--- src/rtl/i2a_pkg.sv ---
// ----------------------------------------------------------------------------
// Integer to ASCII converter package
// Shared widths, character codes, controller state type and digit lookup.
// ----------------------------------------------------------------------------
package i2a_pkg;

   localparam int VALUE_WIDTH = 32;

   // decimal digits needed for VALUE_WIDTH bits (also covers the hex digits)
   localparam int NUM_DEC  = (VALUE_WIDTH * 30103) / 100000 + 1;
   localparam int DEC_BITS = 4 * NUM_DEC;
   localparam int CNT_W    = $clog2(VALUE_WIDTH);
   localparam int POS_W    = $clog2(NUM_DEC);

   localparam logic [6:0] CHAR_ZERO  = 7'h30;
   localparam logic [6:0] CHAR_A     = 7'h41;
   localparam logic [6:0] CHAR_MINUS = 7'h2D;

   localparam logic REQ_DEC = 1'b0;
   localparam logic REQ_HEX = 1'b1;

   typedef enum logic [1:0] {
      ST_IDLE,
      ST_CONV,
      ST_SIGN,
      ST_EMIT
   } state_type;

   function automatic logic [6:0] digit_char(input logic [3:0] digit);
      logic [6:0] code;
      if (digit < 4'd10) begin
         code = CHAR_ZERO + {3'b000, digit};
      end else begin
         code = CHAR_A + {3'b000, digit - 4'd10};
      end
      return code;
   endfunction

endpackage

--- src/rtl/integer_to_ascii_converter_core.sv ---
// ----------------------------------------------------------------------------
// Integer to ASCII converter core
// Converts one number to ASCII, signed decimal or unsigned upper-case hex.
//
// Request: present req_type and req_value with start high; the transfer
// happens at the edge where start is high and busy is low. busy stays high
// until the last character has been issued.
// Response: one character per rsp_strobe cycle, most significant first,
// leading zeros suppressed, '-' first for a negative decimal value, rsp_last
// on the final character. The receiver cannot stall; each character shows
// for exactly one cycle.
// Sequence: hex requests scan all NUM_DEC digit positions, the zero pad
// positions above the value included. Decimal requests pass through the
// serial binary to BCD unit, one bit per cycle, then the sign state when
// negative, then the scan of the NUM_DEC digit positions. A new request is
// taken only once the block is idle again after the final character.
// Reset: synchronous; the block returns idle and drops any conversion.
// ----------------------------------------------------------------------------
module integer_to_ascii_converter_core
   import i2a_pkg::*;
(
   input  logic                   clock,
   input  logic                   reset,
   input  logic                   start,
   output logic                   busy,
   input  logic                   req_type,
   input  logic [VALUE_WIDTH-1:0] req_value,
   output logic                   rsp_strobe,
   output logic [6:0]             rsp_out_char,
   output logic                   rsp_last
);

   state_type             state_ff, state_in;
   logic [DEC_BITS-1:0]   dig_ff, dig_in;
   logic [POS_W-1:0]      pos_ff, pos_in;
   logic                  started_ff, started_in;
   logic                  neg_ff, neg_in;
   logic                  strobe_ff, strobe_in;
   logic [6:0]            char_ff, char_in;
   logic                  last_ff, last_in;

   logic                  req_neg;
   logic [VALUE_WIDTH-1:0] req_mag;
   logic                  bcd_load;
   logic                  bcd_done;
   logic [DEC_BITS-1:0]   bcd_digits;
   logic [3:0]            top_digit;
   logic                  final_pos;

   assign req_neg   = (req_type == REQ_DEC) && req_value[VALUE_WIDTH-1];
   assign req_mag   = req_neg ? (~req_value + 1'b1) : req_value;
   assign top_digit = dig_ff[DEC_BITS-1 -: 4];
   assign final_pos = (pos_ff == POS_W'(NUM_DEC - 1));

   i2a_bcd u_bcd (
      .clock  (clock),
      .reset  (reset),
      .load   (bcd_load),
      .mag    (req_mag),
      .done   (bcd_done),
      .digits (bcd_digits)
   );

   always_comb begin
      state_in   = state_ff;
      dig_in     = dig_ff;
      pos_in     = pos_ff;
      started_in = started_ff;
      neg_in     = neg_ff;
      bcd_load   = 1'b0;
      strobe_in  = 1'b0;
      char_in    = digit_char(top_digit);
      last_in    = 1'b0;
      case (state_ff)
         ST_IDLE: begin
            if (start) begin
               neg_in     = req_neg;
               started_in = 1'b0;
               pos_in     = '0;
               if (req_type == REQ_HEX) begin
                  dig_in   = DEC_BITS'(req_value);
                  state_in = ST_EMIT;
               end else begin
                  bcd_load = 1'b1;
                  state_in = ST_CONV;
               end
            end
         end
         ST_CONV: begin
            if (bcd_done) begin
               dig_in   = bcd_digits;
               state_in = neg_ff ? ST_SIGN : ST_EMIT;
            end
         end
         ST_SIGN: begin
            strobe_in = 1'b1;
            char_in   = CHAR_MINUS;
            state_in  = ST_EMIT;
         end
         ST_EMIT: begin
            if ((top_digit != 4'd0) || started_ff || final_pos) begin
               strobe_in  = 1'b1;
               started_in = 1'b1;
               last_in    = final_pos;
            end
            dig_in = dig_ff << 4;
            pos_in = pos_ff + 1'b1;
            if (final_pos) begin
               state_in = ST_IDLE;
            end
         end
         default: begin
            state_in = ST_IDLE;
         end
      endcase
   end

   always_ff @(posedge clock) begin
      if (reset) begin
         state_ff  <= ST_IDLE;
         strobe_ff <= 1'b0;
      end else begin
         state_ff  <= state_in;
         strobe_ff <= strobe_in;
      end
   end

   always_ff @(posedge clock) begin
      dig_ff     <= dig_in;
      pos_ff     <= pos_in;
      started_ff <= started_in;
      neg_ff     <= neg_in;
      char_ff    <= char_in;
      last_ff    <= last_in;
   end

   assign busy         = (state_ff != ST_IDLE);
   assign rsp_strobe   = strobe_ff;
   assign rsp_out_char = char_ff;
   assign rsp_last     = last_ff;

endmodule

--- src/rtl/i2a_bcd.sv ---
// ----------------------------------------------------------------------------
// Binary to BCD unit
// Shift-and-add-3 conversion, one magnitude bit per cycle, most significant bit first.
// ----------------------------------------------------------------------------
module i2a_bcd
   import i2a_pkg::*;
(
   input  logic                   clock,
   input  logic                   reset,
   input  logic                   load,
   input  logic [VALUE_WIDTH-1:0] mag,
   output logic                   done,
   output logic [DEC_BITS-1:0]    digits
);

   logic                   active_ff, active_in;
   logic                   done_ff, done_in;
   logic [CNT_W-1:0]       cnt_ff, cnt_in;
   logic [VALUE_WIDTH-1:0] mag_ff, mag_in;
   logic [DEC_BITS-1:0]    bcd_ff, bcd_in;
   logic [DEC_BITS-1:0]    adj;

   always_comb begin
      for (int i = 0; i < NUM_DEC; i++) begin
         adj[4*i +: 4] = (bcd_ff[4*i +: 4] >= 4'd5) ? bcd_ff[4*i +: 4] + 4'd3
                                                     : bcd_ff[4*i +: 4];
      end
   end

   always_comb begin
      active_in = active_ff;
      done_in   = 1'b0;
      cnt_in    = cnt_ff;
      mag_in    = mag_ff;
      bcd_in    = bcd_ff;
      if (load) begin
         active_in = 1'b1;
         cnt_in    = '0;
         mag_in    = mag;
         bcd_in    = '0;
      end else if (active_ff) begin
         bcd_in = {adj[DEC_BITS-2:0], mag_ff[VALUE_WIDTH-1]};
         mag_in = mag_ff << 1;
         cnt_in = cnt_ff + 1'b1;
         if (cnt_ff == CNT_W'(VALUE_WIDTH - 1)) begin
            active_in = 1'b0;
            done_in   = 1'b1;
         end
      end
   end

   always_ff @(posedge clock) begin
      if (reset) begin
         active_ff <= 1'b0;
         done_ff   <= 1'b0;
         cnt_ff    <= '0;
      end else begin
         active_ff <= active_in;
         done_ff   <= done_in;
         cnt_ff    <= cnt_in;
      end
   end

   always_ff @(posedge clock) begin
      mag_ff <= mag_in;
      bcd_ff <= bcd_in;
   end

   assign done   = done_ff;
   assign digits = bcd_ff;

endmodule

--- config.mk ---
export PLATFORM = sky130hd
export DESIGN_NAME = integer_to_ascii_converter_core
export DESIGN_NICKNAME = d
export VERILOG_FILES = /design/src/rtl/i2a_pkg.sv /design/src/rtl/integer_to_ascii_converter_core.sv /design/src/rtl/i2a_bcd.sv
export SDC_FILE = /design/constraint.sdc
export NUM_CORES = 1
export LEC_CHECK = 0
export BUFFER_PORTS_ARGS = -buffer_cell sky130_fd_sc_hd__buf_4
export CELL_PAD_IN_SITES_DETAIL_PLACEMENT = 1
export CELL_PAD_IN_SITES_GLOBAL_PLACEMENT = 1
export CORE_AREA = 2 2 149 151
export DETAILED_ROUTE_END_ITERATION = 8
export DIE_AREA = 0 0 151 153
export GPL_TIMING_DRIVEN = 1
export PLACE_DENSITY = 0.61
export SYNTH_ARGS = -nofsm -noshare
export SYNTH_HDL_FRONTEND = slang
export SYNTH_HIERARCHICAL = 1
export SYNTH_SLANG_ARGS = --single-unit
--- constraint.sdc ---
create_clock -name clock -period 6.3 [get_ports clock]
set_input_delay 0.63 -clock clock [delete_from_list [all_inputs] [get_ports clock]]
set_output_delay 0.63 -clock clock [all_outputs]
set_load 0.1 [all_outputs]
Yosys cells after proc, flatten, opt, wreduce, memory -nomap -nowiden
Cells that the tools add are included.
Word-level totals
  bits of input ports: 36
  memories kept: 0
  output and inout port bits: 10
  bits in registers: 136
  word-level logic and storage cells: 108
  bits in read-only memories: 0
  bits in writable memories: 0
  bits in latches: 0
Operators by class
  shift-type cells: 0
  add/subtract/negate cells: 16
  div/mod/pow operators: 0
  mux-type cells: 38
  equal/unequal tests: 10
  bitwise operators: 3
  reductions and logical operators: 17
  $lt $le $gt $ge: 11
  multiply operators: 0
Operators with widths (count)
  $mux W40: 3
  $pmux W40 S3: 1
  $mux W32: 3
  $ge A4 B3 Y1 const B: 10
  $mux W4: 10
  $add A4 B2 Y4 const B: 9
  $add A32 B1 Y32 const B: 1
  $not A32 Y32: 1
  $mux W1: 11
  $mux W2: 4
  $ne A2 B2 Y1 const B: 4
  $pmux W2 S4: 1
  $pmux W4 S2: 1
  $add A6 B4 Y7 const A: 1
  $add A7 B4 Y7 const A: 1
  $mux W7: 1
  $reduce_and A2 Y1: 3
  $reduce_and A3 Y1: 2
  $reduce_bool A2 Y1: 3
  $add A5 B1 Y5 const B: 1
  $eq A5 B5 Y1 const B: 1
  $add A4 B1 Y4 const B: 1
  $eq A2 B2 Y1 const B: 2
  $eq A4 B4 Y1 const B: 1
  16 further kinds: 19

Logic depth before layout (Yosys ltp)
Gate-level depths: netlist (run 1).
  word-level depth: 5
  mapped depth: 9
  depth with buffers taken out: 7

Modules after synthesis
The synthesis (run 1) kept the hierarchy.
Modules (own cells, without submodules)
  i2a_bcd: cells each 405, area an instance 4080.2 um^2, instances 1, seq. area each 1901.8 um^2
  integer_to_ascii_converter_core: cells each 341, area an instance 3339.5 um^2, instances 1, seq. area each 1601.5 um^2

Least setup slack after synthesis (run 1)
OpenSTA, ideal clock, no wires.
  kind: register to register
  start: register state_ff[1]
  end: register dig_ff[0], enable pin
  library setup time: 0.498 ns
  stages on the path, launching flop included: 6
  data arrival time: 3.951 ns
  buffers on the path: 1
  period minus slack after synthesis: 4.449 ns
  path slack: 1.851 ns
  path through: dfxtp_1 -> inv_1 -> ha_1 -> clkbuf_1 -> nor2b_1 -> a211oi_1
Between the ends
  longest elaborated chain between the ends: 3
  elaborated cells between the ends (all ways): 8
  classes of those cells: eq/ne: 5; reduce/logical: 3
Ends and longest elaborated chain
  from (decl): line integer_to_ascii_converter_core.sv:33  | state_type state_ff, state_in;
  from (signal assigned): line integer_to_ascii_converter_core.sv:123  | state_ff <= state_in;
  $eq A2 B1 Y1, or another cell as far along: line integer_to_ascii_converter_core.sv:74  | case (state_ff)
  $ne A2 B1 Y1 (no line), or another cell as far along
  $reduce_and A4 Y1 (no line) *
  to (signal assigned): line integer_to_ascii_converter_core.sv:129  | dig_ff <= dig_in;
  to (decl): line integer_to_ascii_converter_core.sv:34  | logic [DEC_BITS-1:0] dig_ff, dig_in;
Every way passes the cells marked *; elsewhere a longest branch is shown, timed or not.
A chain may end at the register's enable or synchronous reset.

Final worst setup path (run 1)
  start: register state_ff[0]
  end: register u_bcd.mag_ff[29], enable pin
Between the ends
  longest elaborated chain between the ends: 3
Ends and longest elaborated chain
  $logic_not A2 Y1: line integer_to_ascii_converter_core.sv:74
  $mux W1: line integer_to_ascii_converter_core.sv:74
  net bcd_load: line integer_to_ascii_converter_core.sv:44  | logic bcd_load;
  $reduce_bool A2 Y1 (no line)
  to (signal assigned): line i2a_bcd.sv:65  | mag_ff <= mag_in;
  to (decl): line i2a_bcd.sv:19  | logic [VALUE_WIDTH-1:0] mag_ff, mag_in;
The timed path passes the listed nets, and every way through them passes these cells.

==> results of run 1 <==
-- worst max path at each step --
stage | startpoint | end | slack, ns | depth (start not counted)
after global placement | req_value[1] | u_bcd/mag_ff[28] | 3.52 | 8
after CTS | state_ff[0] | u_bcd/mag_ff[29] | 3.62 | 7
after detailed placement | req_value[0] | u_bcd/mag_ff[28] | 3.48 | 8
after global routing | state_ff[0] | u_bcd/mag_ff[30] | 3.40 | 7
after floorplan | state_ff[1] | dig_ff[0] | 1.85 | 5
final | state_ff[0] | u_bcd/mag_ff[29] | 3.66 | 7
-- worst max-delay path, cell delays in order (launching register included) --
cell and delay [ns]:
dfxtp_1 0.34, inv_1 0.16, ha_1 0.30, nand2_1 0.18
nor2_4 0.26, buf_4 0.43, or2_1 0.20, buf_4 0.39
-- flip-flops by register name, indices dropped and copies added (netlist names) --
signal           count
dig_ff              40
neg_ff               1
pos_ff               4
rsp_last             1
rsp_out_char         7
rsp_strobe           1
started_ff           1
state_ff             2
u_bcd/active_ff      1
u_bcd/cnt_ff         5
u_bcd/digits        40
u_bcd/done           1
u_bcd/mag_ff        32
-- per-layer routing --
layer / vias up / part of all wire, %
met2: 57 / 55
met5: - / 0
met1: 2771 / 42
li1: 2782 / -
met3: 15 / 2.4
met4: 0 / 1.1
-- cell usage after synthesis, types with 2 or more instances --
cell type / instances
nand2_1: 84
edfxtp_1: 78
dfxtp_1: 58
inv_1: 58
nor2_1: 49
a21oi_1: 43
ha_1: 34
mux2_2: 31
a22oi_1: 28
o21ai_0: 25
xor2_1: 20
clkbuf_1: 19
o21ai_1: 18
xnor2_1: 17
buf_2: 15
nor3_1: 15
a22o_1: 13
nand3_1: 13
a31oi_1: 10
nand4_1: 9
or3_1: 9
o22ai_1: 8
o32ai_1: 8
a311oi_2: 7
o22a_2: 7
or4_1: 5
a21bo_1: 4
mux2i_1: 4
nand2b_1: 4
nand4b_1: 4
o31ai_1: 4
a211oi_1: 3
a21bo_2: 3
o311ai_1: 3
or4b_1: 3
a21o_1: 2
a41oi_1: 2
and2_1: 2
buf_4: 2
nor2b_1: 2
or2_1: 2
or2_2: 2
or4_4: 2
-- final cells by class --
class,count,area [um^2],share of cell area (%)
flip-flops and latches,136,3500,40.6
repair buffers,52,390,4.52
clock inverters,9,108,1.25
well taps,280,350,4.05
multi-input cells,515,3560,41.2
clock buffers,23,514,5.95
inverters,58,218,2.52
-- logic make-up (layout without fill, tap and decap cells) --
kind of cell	after synthesis	in the layout	share of synthesized area, %
simple gates	215	215	14.1
compound gates	194	194	18.2
flops	136	136	47.2
buf+inv	95	142	5.16
xor+xnor	37	37	4.37
mux	35	35	5.24
fa+ha+maj	34	34	5.73
-- power by group --
group,switching [W],internal [W],total (W)
Sequential,0.000273,0.00141,0.00169
Combinational,0.00106,0.000601,0.00167
Clock,0.000387,0.000657,0.00104
-- stage by stage --
step / hold slack (ns) / setup WS, ns / std cells
global route: 0.420 / 3.40 / 1073
detailed placement: 0.478 / 3.48 / 1041
global placement: 0.479 / 3.52 / 1041
finish: 0.435 / 3.66 / 1073
floorplan: 0.445 / 1.85 / 746
CTS: 0.415 / 3.62 / 1073
-- cell usage in the layout, fill, tap and decap left out, types with 7 or more instances in the layout --
| cell type | count |
|---|---|
| inv_1 | 58 |
| buf_4 | 52 |
| mux2_2 | 31 |
| dfxtp_1 | 57 |
| xor2_1 | 20 |
| nand2_1 | 84 |
| a311oi_2 | 7 |
| o21ai_1 | 18 |
| a22o_1 | 13 |
| nor2_1 | 47 |
| nand3_1 | 13 |
| xnor2_1 | 17 |
| o22ai_1 | 8 |
| clkbuf_16 | 19 |
| o21ai_0 | 25 |
| a31oi_1 | 10 |
| nand4_1 | 9 |
| a21oi_1 | 43 |
| o32ai_1 | 8 |
| edfxtp_1 | 78 |
| or3_1 | 9 |
| nor3_1 | 15 |
| o22a_2 | 7 |
| ha_1 | 34 |
| a22oi_1 | 28 |
==> metrics.yaml, run 1 <==
fin_crit_sh_pct: 41.9
r2r-start: "state_ff[0]"
clock_latency_ns: 0.42
fin_worst_skew_ns: 0.00733
path_max_fanout: 34
htreeDepth: 4
synth-edff-count: 78
grt.total_usage_pct: 16.7
clock_sinks: 136
tightest_slew_ns: 1.22
grt_pass1_vias: 6061
critPathKind: "flop to flop"
design.die.area_um2: 23100
grt_use_met1_pct: 19.2
synth_area_um2: 7420
cp.arrival_ns: 2.71
cts_buffers: 17
cts_root_buf: "clkbuf_16"
place_area_um2: 8020
nets: 850
hpwlAfterDp_um: 12900
p_leak_nw: 3.28
finalSetupViolCount: 0
synth-seq-cells: 136
hp-class: "input pin to flop"
finalHoldViolCount: 0
seq_area_frac_synth_pct: 47.2
cts_setup_buffers: 0
drt-wirelength-per-cell_um: 17.1
drt_first_pass_iters: 4
min_from: "reset"
io_buffer_count: 45
place.gp.congestion: 0.801
drc_errors: 0
yosys_warnings: 6
grt_max_degree: 92
cp_data_required_time_ns: 6.37
drv_cap: 0
fp.dieH_um: 153
gr-total-overflow: 0
final_max_slew_viol_count: 0
final_area_um2: 8640
outcome: "complete, no violations"
ioPinCount: 46
coreArea_um2: 21500
fin_setup_tns_ns: 0
max-clock-path-buffers: 2
area_growth_pct: 16.5
avgViaCountPerCell: 5.24
r2r_slack_ns: 3.66
irDropWorstVdd_mv: 0.202
synth.net_count: 816
max_freq_ghz: 0.379
fin_crit_ns: 2.64
grt_use_met2_pct: 31.1
avgSynthCellArea_um2: 9.95
postCtsHoldBufs: 0
grt_first_pass_wirelength_um: 30700
worstReg2RegEnd: "u_bcd/mag_ff[29]"
cp-start-kind: "flop"
drive_above_1_share_pct: 18.0
ant_nets: 0
cts_tree: "built"
rsz0062_at_grt: "no"
antenna_cells: 0
power.density_nw_per_um2: 509
n_fill_cell: 2429
ys.flop_type: "edfxtp_1"
cts.clk_slew.worst_paths_ns: 0.06
end_kind: "flop"
vias: 5625
top_usage_layer: "met2"
syn_inst: 746
antenna_found_initial: 0
start_util_pct: 34.5
grtUsageMet3_pct: 3.46
die_w_um: 151
ys_top_cells_by_area: "edfxtp_1, dfxtp_1, ha_1, mux2_2, nand2_1"
fp-row-count: 54
p_total_w: 0.00439
slew_headroom_pct: 18.5
yosysUniqueCellTypes: 60
holdPathStages: 2
first_iter_violations: 265
ff2ff_path_depth: 7
cts_resized: 0
utilization_pct: 40.2
synth.top_cell.area_share_pct: 31.6
min_delay_worst_endpoint: "u_bcd/active_ff"
synth_area_leader_cell: "edfxtp_1"
wirelength_um: 18400
synthArstFlopShare_pct: 0
Note: power is estimated with default switching activity, not from simulation.
==> run 2: changes to the inputs <==
--- a/config.mk
+++ b/config.mk
@@ -12,7 +12,7 @@
 export DETAILED_ROUTE_END_ITERATION = 8
 export DIE_AREA = 0 0 151 153
 export GPL_TIMING_DRIVEN = 1
-export PLACE_DENSITY = 0.61
+export PLACE_DENSITY = 0.63
 export SYNTH_ARGS = -nofsm -noshare
 export SYNTH_HDL_FRONTEND = slang
 export SYNTH_HIERARCHICAL = 1
==> constraint.sdc (replaced) <==
create_clock -name clock -period 2.23 [get_ports clock]
set_input_delay 0.223 -clock clock [delete_from_list [all_inputs] [get_ports clock]]
set_output_delay 0.223 -clock clock [all_outputs]
set_load 0.1 [all_outputs]
==> run 2 against run 1 <==
Combinational power grew to 3.0 times the previous value. Critical endpoint unchanged. Largest power group is now combinational cells. Global-route usage is 0.37 points higher. Hold slack worse by 0.41 ns.
==> metrics.yaml, run 2 (synthesis results as in run 1) <==
tightest_slew_ns: 0.679  # -0.543 ns
cts_setup_buffers: 0  # unchanged
path_max_fanout: 12  # -65%
die_w_um: 151  # unchanged
ioPinCount: 46  # unchanged
cts_root_buf: "clkbuf_16"
fin_crit_sh_pct: 93.6  # +52 points
coreArea_um2: 21500  # unchanged
finalHoldViolCount: 0  # unchanged
grt.total_usage_pct: 17.1  # +0.37 points
hp-class: "input pin to flop"
drc_errors: 0  # unchanged
layout_common_cells: "nand2_1, edfxtp_1, buf_4"
area_growth_pct: 19.2
multi_input_area_um2: 3580  # +0.63%
finalSetupViolCount: 0  # unchanged
design.die.area_um2: 23100  # unchanged
final_common_cell: "nand2_1"
antenna_cells: 0  # unchanged
place_ws_ns: -0.129  # -3.61 ns
worst_slack_ns: 0.142  # -3.52 ns
htreeDepth: 4  # unchanged
outcome: "complete, no violations"
cp.arrival_ns: 2.21  # -0.50 ns
place.gp.congestion: 0.820  # +2.5%
r2r_slack_ns: 0.14  # -3.52 ns
cts_tree: "built"
first_iter_violations: 234  # -12%
n_fill_cell: 2416  # -0.54%
avgViaCountPerCell: 5.27  # +0.57%
p_leak_nw: 3.39  # +3.4%
grt_max_degree: 41  # -55%
clock_latency_ns: 0.42  # about the same
cts_resized: 0  # unchanged
clock_sinks: 136  # unchanged
max-clock-path-buffers: 2  # unchanged
max_freq_ghz: 0.479  # +26%
cts.clk_slew.worst_paths_ns: 0.07  # about the same
irDropWorstVdd_mv: 0.669  # +230%
io_buffer_count: 45  # unchanged
nets: 871  # +2.5%
fp-row-count: 54  # unchanged
grt_first_pass_wirelength_um: 31300  # +1.9%
wirelength_um: 19000  # +3.6%
drive_above_1_share_pct: 21.1  # +3.1 points
power.density_nw_per_um2: 1420  # +180%
drt-wirelength-per-cell_um: 17.4  # +1.6%
cp_data_required_time_ns: 2.35  # -4.02 ns
critPathKind: "flop to flop"
grt_pass1_vias: 6233  # +2.8%
hpwlAfterDp_um: 13600  # +5.6%
antenna_found_initial: 0  # unchanged
regArea_um2: 3510  # about the same
drt_first_pass_iters: 4  # unchanged
ant_nets: 0  # unchanged
end_kind: "flop"
vias: 5768  # +2.5%
slew_headroom_pct: 54.3  # +36 points
final_max_slew_viol_count: 0  # unchanged
fin_worst_skew_ns: 0.00766  # +0.000323 ns
postCtsHoldBufs: 0  # unchanged
gr-total-overflow: 0  # unchanged
fp.dieH_um: 153  # unchanged
drv_cap: 0  # unchanged
fin_crit_ns: 2.09  # -0.553 ns
utilization_pct: 41.2  # +0.96 points
cp-start-kind: "flop"
start_util_pct: 34.5  # unchanged
cts_buffers: 17  # unchanged
rsz0062_at_grt: "no"
-- run 2: cell count changes in the layout (fill, tap and decap cells not counted), moves of 2 or more --
cell,delta
buf_12,+4
ha_1,-2
dfxtp_1,-2
clkinv_4,+2
buf_4,+17
bufinv_16,-2
dfxtp_2,+2
-- run 2: final timing paths --
check / endpoint / start / cells past startpoint
worst max-delay path: u_bcd/mag_ff[29] / state_ff[0] / 7
worst min-delay path: u_bcd/active_ff / reset / 2
worst max register to register: u_bcd/mag_ff[29] / state_ff[0] / 7
worst min register to register: u_bcd/digits[39] / u_bcd/digits[39] / 2
-- run 2: worst max-delay path, stage by stage (launching register included) --
cell,delay (ns)
dfxtp_2,0.35
inv_1,0.17
ha_2,0.28
nand2_1,0.15
nor2_4,0.16
buf_4,0.25
or2_2,0.19
buf_4,0.23
-- run 2: cell type report --
cell class                 count  area share (%)
sequential                   136            39.6
timing repair buffer          73            6.76
clock inverter                11           0.905
multi-input combinational    515            40.5
clock buffer                  21            5.81
tap                          280            3.96
inverter                      58            2.46
-- run 2: stage by stage --
step	power, W	instances	hold slack [ns]	instance area (um^2)	setup TNS [ns]
floorplan	0.00826	746	0.288	7470	-2.50
global placement	0.00946	1062	0.453	8250	-0.360
detailed placement	0.00980	1062	0.467	8250	-0.351
CTS	0.0127	1094	0.00958	8850	0
global route	0.0134	1094	0.00405	8850	0
finish	0.0126	1094	0.0294	8850	0
-- run 2: metal layers --
layer  vias up  global-route usage [%]  part of all wire (%)
met5         -                       0                     0
met4         0                    4.58                   1.2
met3        17                    3.64                   2.5
met2        81                    31.1                    52
met1      2842                    20.2                    44
li1       2828                       -                     -
-- run 2: where the power goes --
part	leakage (nW)	internal [W]	switching (W)
sequential	1.23	0.00399	0.000795
combinational	1.86	0.00187	0.00309
clock	0.296	0.00166	0.00116
==> run 3: changes to the inputs <==
--- a/config.mk
+++ b/config.mk
@@ -8,9 +8,9 @@
 export BUFFER_PORTS_ARGS = -buffer_cell sky130_fd_sc_hd__buf_4
 export CELL_PAD_IN_SITES_DETAIL_PLACEMENT = 1
 export CELL_PAD_IN_SITES_GLOBAL_PLACEMENT = 1
-export CORE_AREA = 2 2 149 151
+export CORE_AREA = 5 5 152 154
 export DETAILED_ROUTE_END_ITERATION = 8
-export DIE_AREA = 0 0 151 153
+export DIE_AREA = 0 0 157 159
 export GPL_TIMING_DRIVEN = 1
 export PLACE_DENSITY = 0.63
 export SYNTH_ARGS = -nofsm -noshare
==> run 3 against run 2 <==
Cell area increased by 0.34%. Worst setup slack got worse by 0.0069 ns. Register-to-register slack hardly changed. Total power rose by 1.0%. Critical path depth did not move. Sequential share of layout area fell by 0.13 points. Global-route usage shrank 1.3 points. Die area rose by 8.1%. Largest cell class unchanged. Largest power group unchanged.
==> metrics.yaml, run 3 (synthesis results as in run 1) <==
outcome: "complete, no violations"
wirelength_um: 19500  # +2.6%
htreeDepth: 4  # unchanged
fin_crit_sh_pct: 94.0  # +0.31 points
p_leak_nw: 3.40  # +0.34%
max_freq_ghz: 0.477  # -0.33%
cp-start-kind: "flop"
place.gp.congestion: 0.815  # -0.68%
grt.total_usage_pct: 15.8  # -1.3 points
fin_setup_tns_ns: 0  # unchanged
cts_buffers: 17  # unchanged
crit_path_max_incr_delay_ns: 0.35  # about the same
regArea_um2: 3510  # unchanged
final_area_um2: 8880  # +0.34%
fin_crit_ns: 2.10  # +0.00692 ns
final_max_slew_viol_count: 0  # unchanged
crit_slowest_cell: "dfxtp_2"
n_fill_cell: 2408  # -0.33%
hpwlAfterDp_um: 14000  # +3.0%
utilization_pct: 41.2  # about the same
irDropWorstVdd_mv: 0.726  # +8.5%
cp_common_cell: "buf_12"
cts_root_buf: "clkbuf_16"
max-clock-path-buffers: 2  # unchanged
antenna_cells: 0  # unchanged
cts_tree: "built"
first_iter_violations: 210  # -10%
vias: 5931  # +2.8%
place_area_um2: 8280  # +0.33%
nets: 873  # +0.23%
critPathKind: "flop to flop"
ant_nets: 0  # unchanged
finalSetupViolCount: 0  # unchanged
layout_common_cells: "nand2_1, edfxtp_1, buf_4"
fin_worst_skew_ns: 0.0113  # +0.00361 ns
fp-row-count: 54  # unchanged
tightest_slew_ns: 0.602  # -0.0766 ns
coreArea_um2: 21600  # +0.31%
postCtsHoldBufs: 0  # unchanged
drt_first_pass_iters: 4  # unchanged
cts.clk_slew.worst_paths_ns: 0.06  # about the same
cp-startpoint: "state_ff[0]"
drt-wirelength-per-cell_um: 17.8  # +2.5%
design.die.area_um2: 25000  # +8.1%
slew_headroom_pct: 59.4  # +5.2 points
cp.arrival_ns: 2.27  # +0.06 ns
r2r-start: "state_ff[0]"
drive_above_1_share_pct: 21.1  # -0.052 points
rsz0062_at_grt: "no"
start_util_pct: 34.4  # -0.11 points
cts_setup_buffers: 0  # unchanged
path_max_fanout: 27  # +15
gr-total-overflow: 0  # unchanged
cp_data_required_time_ns: 2.40  # +0.05 ns
grt_pass1_vias: 6434  # +3.2%
ioPinCount: 46  # unchanged
die_w_um: 157  # +4.0%
hold_slack_ns: 0.0180  # -0.0114 ns
clock_sinks: 136  # unchanged
io_buffer_count: 45  # unchanged
drc_errors: 0  # unchanged
fp.dieH_um: 159  # +3.9%
min_from: "reset"
area_growth_pct: 19.6
final_common_cell: "nand2_1"
hp-class: "input pin to flop"
end_kind: "flop"
multi_input_area_um2: 3580  # about the same
power.density_nw_per_um2: 1430  # +0.66%
grt_max_degree: 41  # unchanged
clock_latency_ns: 0.43  # about the same
grt_first_pass_wirelength_um: 31900  # +1.9%
p_total_w: 0.0127  # +1.0%
antenna_found_initial: 0  # unchanged
finalHoldViolCount: 0  # unchanged
path_cells: "inv_1 -> ha_2 -> nand2_1 -> nor2_4 -> buf_12 -> buf_12 -> mux2_2"
drv_cap: 0  # unchanged
avgViaCountPerCell: 5.41  # +2.6%
[run 3: cell types whose count changed in the layout (fill, tap and decap cells not counted), sizes merged]
cell / change
buf: +2
bufinv: +3
inv: -2
clkbuf: -1
[run 3: power breakdown]
part	leakage (nW)	internal, W	switching [W]
clock network	0.293	0.00179	0.00113
registers	1.23	0.00399	0.000811
logic	1.88	0.00189	0.00309
[run 3: per-stage QoR]
stage                     setup WS (ns)  instances
after floorplan                 -0.0625        746
after global placement          -0.0517       1064
after detailed placement        -0.0487       1064
after CTS                        0.0818       1096
after global routing             0.0109       1096
final                             0.135       1096
[run 3: worst paths after layout]
kind	endpoint	slack, ns	cells past startpoint
min	state_ff[1]	0.02	2
min reg2reg	u_bcd/digits[39]	0.51	2
max	u_bcd/mag_ff[20]	0.13	7
max reg2reg	u_bcd/mag_ff[20]	0.13	7
[run 3: worst max-delay path: cells and delay by family (launching register included)]
family / cells / cell delay [ns]
fa+ha+maj: 1 / 0.29
simple gates: 2 / 0.28
mux: 1 / 0.34
flops: 1 / 0.35
buf+inv: 3 / 0.56
[run 3: final cells by class]
type | count | share of cell area, %
timing repair buffer | 75 | 7.05
inverter | 58 | 2.45
tap | 280 | 3.95
sequential | 136 | 39.5
clock buffer | 20 | 5.03
multi-input combinational | 515 | 40.3
clock inverter | 12 | 1.68
[run 3: metal layers]
metal  vias to the layer above  GRT usage [%]  wire, um
met3                        28           3.21       545
met1                      2978           17.9      8150
met4                         0           4.62       301
met5                         -              0         0
li1                       2840              -         -
met2                        85           29.5     10500
[run 3: timing repair]
action | 4_1_cts | 5_1_grt
gates resized for setup | 0 | 2
endpoints found under the hold margin | 0 | 0
setup endpoints to repair | 0 | 8
